## src/rtl/accel_tilt_angles_macros.svh

```systemverilog
// assertion helpers for the tilt angle block, clocked on clk_i, off in reset
`ifndef ACCEL_TILT_ANGLES_MACROS_SVH
`define ACCEL_TILT_ANGLES_MACROS_SVH

// consequent must hold in the same cycle as the antecedent
`define ATA_ASSERT_NOW(lbl, ante, cons, msg) \
  lbl: assert property (@(posedge clk_i) disable iff (!rst_ni) (ante) |-> (cons)) \
    else $error(msg);

// consequent must hold after the antecedent, delayed by the n argument
`define ATA_ASSERT_LATER(lbl, ante, n, cons, msg) \
  lbl: assert property (@(posedge clk_i) disable iff (!rst_ni) (ante) |-> ##(n) (cons)) \
    else $error(msg);

`endif

```

## src/rtl/ata_sqrt_cell.sv

```systemverilog
module ata_sqrt_cell #(
  parameter int RootWidth = 24,
  parameter int PayWidth  = 16
) (
  input  logic                   clk_i,
  input  logic [2*RootWidth-1:0] v_i,
  input  logic [RootWidth+1:0]   rem_i,
  input  logic [RootWidth-1:0]   root_i,
  input  logic [PayWidth-1:0]    pay_i,
  output logic [2*RootWidth-1:0] v_o,
  output logic [RootWidth+1:0]   rem_o,
  output logic [RootWidth-1:0]   root_o,
  output logic [PayWidth-1:0]    pay_o
);

  logic [2*RootWidth-1:0] v_q;
  logic [RootWidth+1:0]   rem_q, rem_d, rem_sh, trial;
  logic [RootWidth-1:0]   root_q, root_d;
  logic [PayWidth-1:0]    pay_q;
  logic                   ge;

  // bring down the next two radicand bits and try the next root bit
  always_comb begin
    rem_sh = {rem_i[RootWidth-1:0], v_i[2*RootWidth-1 -: 2]};
    trial  = {root_i, 2'b01};
    ge     = (rem_sh >= trial);
    rem_d  = ge ? (rem_sh - trial) : rem_sh;
    root_d = {root_i[RootWidth-2:0], ge};
  end

  always_ff @(posedge clk_i) begin
    v_q    <= {v_i[2*RootWidth-3:0], 2'b00};
    rem_q  <= rem_d;
    root_q <= root_d;
    pay_q  <= pay_i;
  end

  assign v_o    = v_q;
  assign rem_o  = rem_q;
  assign root_o = root_q;
  assign pay_o  = pay_q;

endmodule

```

## config.mk

```make
export PLATFORM = sky130hd
export DESIGN_NAME = ata_sqrt_cell
export DESIGN_NICKNAME = d
export VERILOG_FILES = /design/src/rtl/accel_tilt_angles_macros.svh /design/src/rtl/ata_sqrt_cell.sv
export SDC_FILE = /design/constraint.sdc
export NUM_CORES = 1
export LEC_CHECK = 0
export ABC_AREA = 1
export BUFFER_PORTS_ARGS = -buffer_cell sky130_fd_sc_hd__buf_2
export CORE_UTILIZATION = 23
export CTS_BUF_LIST = sky130_fd_sc_hd__clkbuf_8
export CTS_CLUSTER_SIZE = 30
export DETAILED_ROUTE_END_ITERATION = 12
export HOLD_SLACK_MARGIN = 0.06
export PLACE_DENSITY_LB_ADDON = 0.1
export SLEW_MARGIN = 25
export SYNTH_ARGS = -nofsm -noshare
export SYNTH_HDL_FRONTEND = slang
export SYNTH_SLANG_ARGS = --single-unit
```

## constraint.sdc

```tcl
create_clock -name clk_i -period 4.02 [get_ports clk_i]
set_clock_uncertainty 0.2 [all_clocks]
set_input_delay 0.201 -clock clk_i [delete_from_list [all_inputs] [get_ports clk_i]]
set_output_delay 0.201 -clock clk_i [all_outputs]
set_load 0.03 [all_outputs]
```

* Yosys cells after proc, flatten, opt, wreduce, memory -nomap -nowiden
Cells that the tools add are included.
** Operators by class
- Add/subtract/negate cells :: 1
- $lt $le $gt $ge :: 1
- Multiplexer cells :: 1
** Operators by type and width (count)
- 26-bit >= comparator :: 1
- 26-bit 2-to-1 mux :: 1
- 26-bit subtractor :: 1
** Storage, ports and cells
- Bits in registers :: 112
- Bits of input ports :: 115
- Logic and storage cells :: 7

* Depth between registers and ports, before layout
- Depth in word-level cells :: 2
- Mapped depth :: 13
- Mapped depth without buffers :: 13

* Least setup slack after synthesis
OpenSTA, ideal clock, no wires.
- Kind :: input to register
- From :: input root_i[15]
- To :: register rem_q[7], in the netlist rem_o[7]
- Library setup time :: 0.113 ns
- Arrival :: 1.580 ns
- Required time :: 3.707 ns
- Slack :: 2.127 ns
- Cell stages on the path :: 11
- Buffers on the path :: 1
- Path through :: inv_1 > ha_1 > nand2_2 > inv_1 > a21oi_1 > nand2_1 > a21oi_4 > nand3_4 > buf_6 > nand2_1 > o21ai_2
** On the way
- Cells in the longest elaborated chain, start to end :: 2
** Ends and longest elaborated chain
- start, declared :: RTL line ata_sqrt_cell.sv:8 : input logic [RootWidth-1:0] root_i,
- 26-bit >= comparator :: RTL line ata_sqrt_cell.sv:26 : ge = (rem_sh >= trial);
- 26-bit 2-to-1 mux :: RTL line ata_sqrt_cell.sv:27 : rem_d = ge ? (rem_sh - trial) : rem_sh;
- via rem_d[7] :: RTL line ata_sqrt_cell.sv:17 : logic [RootWidth+1:0] rem_q, rem_d, rem_sh, trial;
- end signal, assigned :: RTL line ata_sqrt_cell.sv:33 : rem_q <= rem_d;
- end, declared :: RTL line ata_sqrt_cell.sv:17
The timed path passes the listed nets, and every way through them passes these cells.

* Worst setup path after layout
- From :: input rem_i[0]
- To :: register rem_q[19], in the netlist rem_o[19]
** On the way
- Cells in the longest elaborated chain, start to end :: 2
** Ends and longest elaborated chain
- start, declared :: RTL line ata_sqrt_cell.sv:7 : input logic [RootWidth+1:0] rem_i,
- 26-bit subtractor or 26-bit >= comparator (tied branches) :: RTL line ata_sqrt_cell.sv:27, ata_sqrt_cell.sv:26
- 26-bit 2-to-1 mux * :: RTL line ata_sqrt_cell.sv:27
- via rem_d[19] :: RTL line ata_sqrt_cell.sv:17
The timed path passes the listed nets; every way through them passes the cells marked *.

==> reports/qor.yml <==
status: "completed"
drtIter0Drc: 158
drcViolationCount: 0
fillCellCount: 2170
synth_edf_count: 0
vias: 4777
cpLargestDelayFamily: "simple AND/OR/NAND/NOR gates"
die_x_um: 146
area_delta_synth_final_pct: 56.9
std_cell_rows: 52
async_reset_ff_frac: 0
relSlewSlack: 0.658
netlist_instances: 621
end_kind: "flip-flop"
drt-wirelength-per-cell_um: 12.8
period_share: 0.702
first_pass_iters: 4
worstMarginPinSlew_ns: 0.512
io_buffers: 224
grt_first_pass_wirelength_mm: 25.1
num_io_pins: 229
dp_hpwl_mm: 12.1
max-vdd-ir-drop_mv: 0.137
gr-total-overflow: 0
layout.cells.most_common: "buf_2"
dieArea_um2: 21300
rsz0062_at_grt: "false"
arrival_ns: 2.91
critPathMaxFanout: 37
finalMaxSlewViolations: 0
grt_pass1_vias: 4973
nets: 1102
hold_viol: 0
leakage_nw: 4.12
clkSinkCount: 112
diodes: 0
cts_setup_buffers: 0
path_cells: "dlygate4sd3_1 > buf_2 > ha_1 > nand2_2 > nor2_1 > nand2_1 > nand3_2 > nand2_1 > nand2_2 > nand2_4 > nand3_4 > nand3_1 > nand2_1"
initial_utilization: 0.235
syn_area_um2: 4760
cts_root_buffer: "clkbuf_8"
synth_cell_types: 31
cts_resized: 0
setup_viol: 0
core_um2: 20200
viasPerCell: 3.86
maxCapViolCount: 0
avgSynthCellArea_um2: 7.66
placed_cell_area_um2: 6170
antenna_found_initial: 0
drive_gt1_frac: 0.275
cts_made_buffers: 9
crit_buf_inv: 2
htree_levels: 3
fin_util: 0.369
dp.cells: 1109
required_ns: 4.11
fin_cells: 1236
total_power_w: 0.00270
crit_path_top_delay_cell: "dlygate4sd3_1"
cp_common_cell: "nand2_1"
startpoint_type: "primary input"
final_cell_mix: "buf_2 (224), nand2_1 (205), inv_1 (129)"
post-route-min-period_ns: 2.82
drt_wl_total_mm: 15.8
ys_warn_count: 0
crit_type: "primary input to flip-flop"
slowest_delay_ns: 0.53
min_path_type: "primary input to flip-flop"
cts_tree: "done"
synth-seq-cells: 112
final_area_um2: 7470
clock_path_buffers: 2
ant_nets: 0
synth_seq_area_share: 0.471
ys.flop_type: "dfxtp_1"
gp_congestion: 0.801
fp.dieH_um: 146
max_freq_mhz: 354
tns_ns: 0
power_density_nw_per_um2: 362
clk_transition_reported_paths_ns: 0.12
grt_max_degree: 38
globalRouteTotalUtil: 0.151
==> logic make-up after synthesis <==
logic type,count (synthesis),share of synthesized area
other cells,1,0.000788
compound gates,28,0.0392
flops,112,0.471
fa+ha+maj,26,0.0683
xor+xnor,14,0.0258
simple gates,303,0.280
buf+inv,137,0.115
==> power by group <==
group / internal, W / switching (W) / total [W]
clock network: 0.000240 / 0.000426 / 0.000666
registers: 0.00120 / 0.0000198 / 0.00122
logic: 0.000296 / 0.000515 / 0.000812
==> synthesized netlist by cell type, types with 2 or more instances <==
library cell	count	area, µm²
nor2_2	4	25.0
buf_6	3	33.8
nand4_1	23	144
a21oi_1	13	65.1
nand3_4	2	35.0
nand2_2	5	31.3
o21ai_2	8	70.1
o21ai_1	2	10.0
nand2_1	205	769
ha_1	26	325
o21bai_1	2	15.0
nand3b_1	4	30.0
xor2_1	13	114
dfxtp_1	112	2240
nand3_1	26	130
clkbuf_1	2	7.51
o21ai_0	2	10.0
buf_4	2	15.0
inv_1	128	480
nor2_1	28	105
==> per-stage QoR <==
stage / worst slack (ns) / hold slack, ns
after global routing: 0.949 / 0.124
final: 1.20 / 0.103
after global placement: 1.26 / 0.103
after detailed placement: 1.26 / 0.105
after floorplan: 2.13 / 0.0287
after CTS: 1.15 / 0.0941
==> cell type report <==
cell class,instances,area [µm²],share of cell area
sequential,112,2240,0.300
timing repair buffer,336,2240,0.300
multi-input combinational,373,1980,0.265
inverter,129,484,0.0648
tap,270,338,0.0452
clock buffer,9,124,0.0166
clock inverter,7,63.8,0.00855
==> worst paths after layout <==
kind,end,startpoint,cells past startpoint
min,rem_o[25],root_i[23],6
max,rem_o[19],rem_i[0],13
==> registers in the layout, summed over array words and instances (netlist names) <==
signal	flops
pay_o	16
rem_o	26
root_o	24
v_o	46
==> tightest hold or removal path, delay by kind of cell <==
kind	cells	cell delay (ns)
buffers and inverters	2	0.14
adder cells (fa/ha/maj)	1	0.15
AND/OR/NAND/NOR	3	0.16
==> timing repair <==
item / CTS / global route
setup endpoints to repair: 0 / 0
endpoints found under the hold margin: 111 / 0
hold buffers: 111 / 0
==> routing by layer <==
metal / part of all wire / global-route usage
met3: 0.053 / 0.0307
met1: 0.46 / 0.186
met2: 0.48 / 0.264
met4: 0.014 / 0.0432
met5: 0 / 0
No activity file was read; power rests on OpenSTA's default activity.
