### config.mk
export PLATFORM = sky130hd
export DESIGN_NAME = ata_cordic_cell
export DESIGN_NICKNAME = d
export VERILOG_FILES = /design/src/rtl/accel_tilt_angles_macros.svh /design/src/rtl/ata_pkg.sv /design/src/rtl/ata_cordic_cell.sv
export SDC_FILE = /design/constraint.sdc
export NUM_CORES = 1
export LEC_CHECK = 0
export ABC_AREA = 1
export BUFFER_PORTS_ARGS = -buffer_cell sky130_fd_sc_hd__buf_2
export CAP_MARGIN = 0
export CORE_ASPECT_RATIO = 0.75
export CORE_MARGIN = 8
export CORE_UTILIZATION = 57
export DETAILED_ROUTE_END_ITERATION = 10
export GPL_ROUTABILITY_DRIVEN = 0
export PLACE_DENSITY = 0.83
export RECOVER_POWER = 25
export SLEW_MARGIN = 5
export SYNTH_ARGS = -nofsm -noshare
export SYNTH_HDL_FRONTEND = slang
export SYNTH_SLANG_ARGS = --single-unit
### constraint.sdc
create_clock -name clk_i -period 2.1 [get_ports clk_i]
set_input_delay 0.21 -clock clk_i [delete_from_list [all_inputs] [get_ports clk_i]]
set_output_delay 0.21 -clock clk_i [all_outputs]
set_load 0.1 [all_outputs]
### src/rtl/accel_tilt_angles_macros.svh
// assertion helpers for the tilt angle block, clocked on clk_i, off in reset
`ifndef ACCEL_TILT_ANGLES_MACROS_SVH
`define ACCEL_TILT_ANGLES_MACROS_SVH

// consequent must hold in the same cycle as the antecedent
`define ATA_ASSERT_NOW(lbl, ante, cons, msg) \
  lbl: assert property (@(posedge clk_i) disable iff (!rst_ni) (ante) |-> (cons)) \
    else $error(msg);

// consequent must hold after the antecedent, delayed by the n argument
`define ATA_ASSERT_LATER(lbl, ante, n, cons, msg) \
  lbl: assert property (@(posedge clk_i) disable iff (!rst_ni) (ante) |-> ##(n) (cons)) \
    else $error(msg);

`endif

### src/rtl/ata_pkg.sv
package ata_pkg;

  localparam int SampleBitsDef   = 16;
  localparam int CordicStagesDef = 16;
  localparam int AtanLen         = 24;
  localparam int ZWidth          = 24;
  localparam int FracBits        = 16;
  localparam int NumShift        = 8;
  localparam int MagShift        = 16;
  localparam int LimitDeg        = 90;
  localparam int DegWidth        = 8;

  // atan(2^-i) in degrees, 16 fractional bits, rounded
  function automatic logic signed [ZWidth-1:0] atan_deg(input int unsigned idx);
    logic signed [ZWidth-1:0] t;
    case (idx)
      0:       t = 24'sd2949120;
      1:       t = 24'sd1740967;
      2:       t = 24'sd919879;
      3:       t = 24'sd466945;
      4:       t = 24'sd234379;
      5:       t = 24'sd117304;
      6:       t = 24'sd58666;
      7:       t = 24'sd29335;
      8:       t = 24'sd14668;
      9:       t = 24'sd7334;
      10:      t = 24'sd3667;
      11:      t = 24'sd1833;
      12:      t = 24'sd917;
      13:      t = 24'sd458;
      14:      t = 24'sd229;
      15:      t = 24'sd115;
      16:      t = 24'sd57;
      17:      t = 24'sd29;
      18:      t = 24'sd14;
      19:      t = 24'sd7;
      20:      t = 24'sd4;
      21:      t = 24'sd2;
      22:      t = 24'sd1;
      default: t = '0;
    endcase
    return t;
  endfunction

  // whole degrees, truncated toward zero, limited to +-90
  function automatic logic signed [DegWidth-1:0] deg_of(input logic signed [ZWidth-1:0] z);
    logic [ZWidth-1:0]          mag;
    logic [ZWidth-FracBits-1:0] q;
    logic [DegWidth-1:0]        d;
    mag = z[ZWidth-1] ? ZWidth'(-z) : ZWidth'(z);
    q   = mag[ZWidth-1:FracBits];
    d   = (DegWidth'(q) > DegWidth'(LimitDeg)) ? DegWidth'(LimitDeg) : DegWidth'(q);
    return z[ZWidth-1] ? $signed(-d) : $signed(d);
  endfunction

endpackage

### src/rtl/ata_cordic_cell.sv
module ata_cordic_cell
  import ata_pkg::*;
#(
  parameter int Idx      = 0,
  parameter int CWidth   = 26,
  parameter int PayWidth = 3
) (
  input  logic                     clk_i,
  input  logic signed [CWidth-1:0] x_i,
  input  logic signed [CWidth-1:0] y_i,
  input  logic signed [ZWidth-1:0] z_i,
  input  logic [PayWidth-1:0]      pay_i,
  output logic signed [CWidth-1:0] x_o,
  output logic signed [CWidth-1:0] y_o,
  output logic signed [ZWidth-1:0] z_o,
  output logic [PayWidth-1:0]      pay_o
);

  localparam logic signed [ZWidth-1:0] Step = atan_deg(Idx);

  logic signed [CWidth-1:0] x_q, x_d, y_q, y_d, dx, dy;
  logic signed [ZWidth-1:0] z_q, z_d;
  logic [PayWidth-1:0]      pay_q;

  always_comb begin
    dx = y_i >>> Idx;
    dy = x_i >>> Idx;
    // rotate toward the x axis
    if (!y_i[CWidth-1]) begin
      x_d = x_i + dx;
      y_d = y_i - dy;
      z_d = z_i + Step;
    end else begin
      x_d = x_i - dx;
      y_d = y_i + dy;
      z_d = z_i - Step;
    end
  end

  always_ff @(posedge clk_i) begin
    x_q   <= x_d;
    y_q   <= y_d;
    z_q   <= z_d;
    pay_q <= pay_i;
  end

  assign x_o   = x_q;
  assign y_o   = y_q;
  assign z_o   = z_q;
  assign pay_o = pay_q;

endmodule

**After elaboration in Yosys (flattened, before gate mapping)**

Index checks and enable logic that the tools add are counted.

- $add $sub $neg: 5
- Muxes and demuxes: 3

Operators with widths:

| kind | count |
|---|---|
| 26-bit 2-to-1 mux | 2 |
| 26-bit subtractor | 2 |
| 26-bit adder | 1 |
| 24-bit by 23-bit adder with 24-bit output (second input constant) | 1 |
| 24-bit 2-to-1 mux | 1 |
| 24-bit by 23-bit subtractor with 24-bit output (second input constant) | 1 |

- Register bits: 79
- Input port bits: 80
- Output and inout port bits: 79
- Logic and storage cells: 12

**Longest topological paths before layout**

- Depth after elaboration: 2
- Depth in mapped cells: 15
- Gate-level depth less buffers: 14

**Worst setup path after synthesis**

No wires, ideal clock.

- Path type: input to register
- From: in y_i[25]
- To: reg z_q[22], in the netlist z_o[22]
- Library setup time: 72 ps
- Data arrival time: 1817 ps
- Slack: 212 ps
- Stages on the path: 8
- Buffers on the path: 2
- Cells stage by stage: buf_2 clkinv_1 buf_2 fa_1 o21ai_0 a21oi_1 o21ai_0 xor2_1

- Cells in the longest elaborated chain, start to end: 1

RTL lines:

| element | RTL line | text |
|---|---|---|
| start: declaration | ata_cordic_cell.sv:10 | `input logic signed [CWidth-1:0] y_i,` |
| 24-bit 2-to-1 mux | ata_cordic_cell.sv:29 | `if (!y_i[CWidth-1]) begin` |
| via z_d[22] | ata_cordic_cell.sv:22 | `logic signed [ZWidth-1:0] z_q, z_d;` |
| end signal: assignment | ata_cordic_cell.sv:43 | `z_q <= z_d;` |
| end: declaration | ata_cordic_cell.sv:22 |  |

The timed path passes the listed nets, and every way through them passes these cells.

**Final worst setup path**

- From: in x_i[0]
- To: reg x_q[12], in the netlist x_o[12]

- Cells in the longest elaborated chain, start to end: 2
- Elaborated cells on any way between the ends: 3

RTL lines:

| element | RTL line | text |
|---|---|---|
| start: declaration | ata_cordic_cell.sv:9 | `input logic signed [CWidth-1:0] x_i,` |
| 26-bit adder / 26-bit subtractor (equally long branches) | ata_cordic_cell.sv:30, ata_cordic_cell.sv:34 |  |
| 26-bit 2-to-1 mux * | ata_cordic_cell.sv:29 |  |
| via x_d[12] | ata_cordic_cell.sv:21 | `logic signed [CWidth-1:0] x_q, x_d, y_q, y_d, dx, dy;` |
| end signal: assignment | ata_cordic_cell.sv:41 | `x_q <= x_d;` |
| end: declaration | ata_cordic_cell.sv:21 |  |

Mark *: on every way through the listed nets, which the timed path passes. The rest lies on a longest branch.

==> qor.yml <==
status:
  status: "finished clean"
timing:
  drv_slew: 0
  finalSetupViolations: 0
  finalHoldViolCount: 0
  max_clock_freq_ghz: 0.516
  worstMarginPinSlew_ns: 1.21
  fin_ws_ns: 0.161
  fin_crit_sh_pct: 92.3
  min_period_ns: 1.94
  rsz0062_at_grt: "no"
  maxSlewHeadroom_pct: 19.8
logic_synthesis:
  synth-seq-area-share_pct: 20.8
  syn-mean-instance-area_sq_um: 6.07
  ys_async_sr_fraction_pct: 0
  synth-edff-count: 0
  ys.flop_type: "dfxtp_1"
  syn-num-nets: 1400
  ys_types: 38
  synth_area_sq_um: 7490
  synth_top_area_share_pct: 20.8
  yosysWarnings: 0
  synthCells: 1235
  synth_area_leaders: "dfxtp_1 (21%), nand2_1 (19%), ha_1 (14%), inv_1 (10%), nand3_1 (7.6%)"
  synth-seq-cells: 78
  synth_area_leader_cell: "dfxtp_1"
clock_tree:
  cts_tree: "done"
  holdBufCountCts: 19
  cts_buffer_depth: 2
  htreeDepth: 3
  post-cts-setup-buffers: 0
  numCtsBuffers: 9
  cts_sinks: 78
  clkTransAtPathRegs_ns: 0.07
  ctsResizeCount: 0
  cts-root-buf: "clkbuf_16"
worst_setup_path:
  crit_top_cell: "nand2_1"
  crit_required_ns: 2.32
  path_cells: "clkbuf_1 > inv_1 > ha_1 > fa_1 > o21ai_2 > nand2_1 > nand2_2 > a21oi_1 > or2_1 > nand2_1 > nand2_1"
  worst-setup-path-type: "primary input to flop"
  crit_buf_inv: 2
  slowest_delay_ns: 0.47
  worst_setup_path_start_kind: "primary input"
  crit_arrival_ns: 2.16
  cp_max_fo: 5
  critPathTopFamily: "adder cells"
  crit_start: "x_i[0]"
  slowest_stage: "fa_1"
  end_kind: "flop"
placed_design:
  io_buffers: 158
  dpl-instance-area_sq_um: 8560
  pre_cts_slack_ns: -0.137
  dpl.hpwl_um: 19500
  placed_cells: 1566
die:
  io_pins: 159
  fp-row-count: 36
  start_util_pct: 58.0
  die_area_sq_um: 17100
  die_w_um: 148
  coreArea_sq_um: 12900
  die-height_um: 115
route:
  wirelength_um: 24000
  drc: 0
  dr.first_iter.drc_count: 841
  vias: 8629
  ant_nets: 0
  drt-vias-per-instance: 5.39
  wire_per_inst_um: 15.0
  firstDrtPassIters: 6
min_path:
  hold_start: "z_i[16]"
  hold_path.class: "primary input to flop"
job:
  maxCapViolations: 0
global_route:
  grt_util_all_layers_pct: 27.8
  grt_pass1_wl_um: 38600
  grt_pass1_vias: 8040
  grt_remaining_overflow: 0
  antenna_found_initial: 0
  grt_start_max_net_pins: 54
finish:
  antenna_cells: 0
  areaGrowthSynthToFinish_pct: 20.3
  nNetsFinal: 1590
  fin_cells: 1601
  fin_area_sq_um: 9010
  finish.utilization_pct: 69.7
  drive_gt1_share_pct: 17.3
power:
  p_leak_nw: 5.12
  total_power_mw: 7.12
  powerDensity_nw_per_um2: 789
  vdd_ir_drop_max_uv: 693
## registers in the layout, summed over array words and instances (netlist names)
register / count
pay_o: 3
y_o: 26
z_o: 24
x_o: 25
## routing by layer
metal  up-vias  wire length, um  track usage [%]
met3        71             3070             7.00
li1       4233                -                -
met1      3780            10200             36.0
met2       545             9960             43.3
met4         0              729             11.4
met5         -                0                0
## power breakdown
group | total, mW | internal [mW] | leakage, nW | switching (mW)
clock | 1.52 | 0.815 | 0.134 | 0.706
sequential | 1.76 | 1.71 | 0.658 | 0.0550
combinational | 3.83 | 0.823 | 4.33 | 3.01
## final timing paths
check | to | slack, ns | depth (start not counted)
worst min-delay path | z_o[16]$_DFF_P_ | 0.09 | 2
worst max-delay path | x_o[12]$_DFF_P_ | 0.16 | 11
## Yosys cell counts (2+ instances only)
master    instances
nand2_1         384
inv_1           208
nand3_1         114
ha_1             81
dfxtp_1          78
a21oi_1          73
nor2_1           69
o21ai_0          32
nand4_1          26
o21ai_1          24
nor2_2           18
xor2_1           18
buf_4            16
o21bai_1         11
inv_2            10
nand2_2           9
buf_2             8
clkbuf_1          6
xnor2_1           6
a21oi_2           4
fa_1              4
o22ai_1           4
buf_1             3
nor3_1            3
nor3_2            3
o21ai_2           3
a21o_1            2
and2_1            2
and3_1            2
buf_6             2
clkinv_1          2
nor2_4            2
o21a_1            2
or2_1             2
## layout make-up
type / count / area [sq um]
Timing Repair Buffer: 214 / 1240
Clock inverter: 7 / 57.6
Clock buffer: 9 / 225
Multi-Input combinational cell: 902 / 4890
Fill cell: 1134 / 3920
Sequential cell: 78 / 1560
Tap cell: 171 / 214
Inverter: 220 / 826
## placed cells by master, fill, tap and decap left out, drive strengths merged
cell           n
a21o           2
nor3           6
fa             4
o22ai          4
nand4         26
dfxtp         78
xor2          18
o21ai         59
nand3        115
clkbuf        25
buf          179
and3           2
and2           2
nand2        394
clkinvlp       2
dlygate4sd3   19
nor2          89
xnor2          6
inv          220
o21a           2
o21bai        11
ha            81
a31oi          1
clkinv         5
o31ai          1
or2            2
a21oi         77
## per-stage QoR
stage / hold WS [ns] / TNS, ns
3_3_place_gp: 0.312 / -0.225
5_1_grt: 0.108 / 0
3_5_place_dp: 0.314 / -0.373
2_1_floorplan: 0.238 / 0
4_1_cts: 0.0655 / 0
6_report: 0.0904 / 0
## kinds of logic (layout without fill, tap and decap cells)
| group | count (synthesis) | in the layout | synth area share, % |
|---|---|---|---|
| AO/OA/AOI/OAI | 157 | 157 | 11.5 |
| XOR/XNOR | 24 | 24 | 2.80 |
| adder cells (fa/ha/maj) | 85 | 85 | 14.6 |
| buffers and inverters | 255 | 450 | 13.9 |
| flip-flops | 78 | 78 | 20.8 |
| AND/OR/NAND/NOR | 636 | 636 | 36.4 |
(Power assumes the default switching activity.)
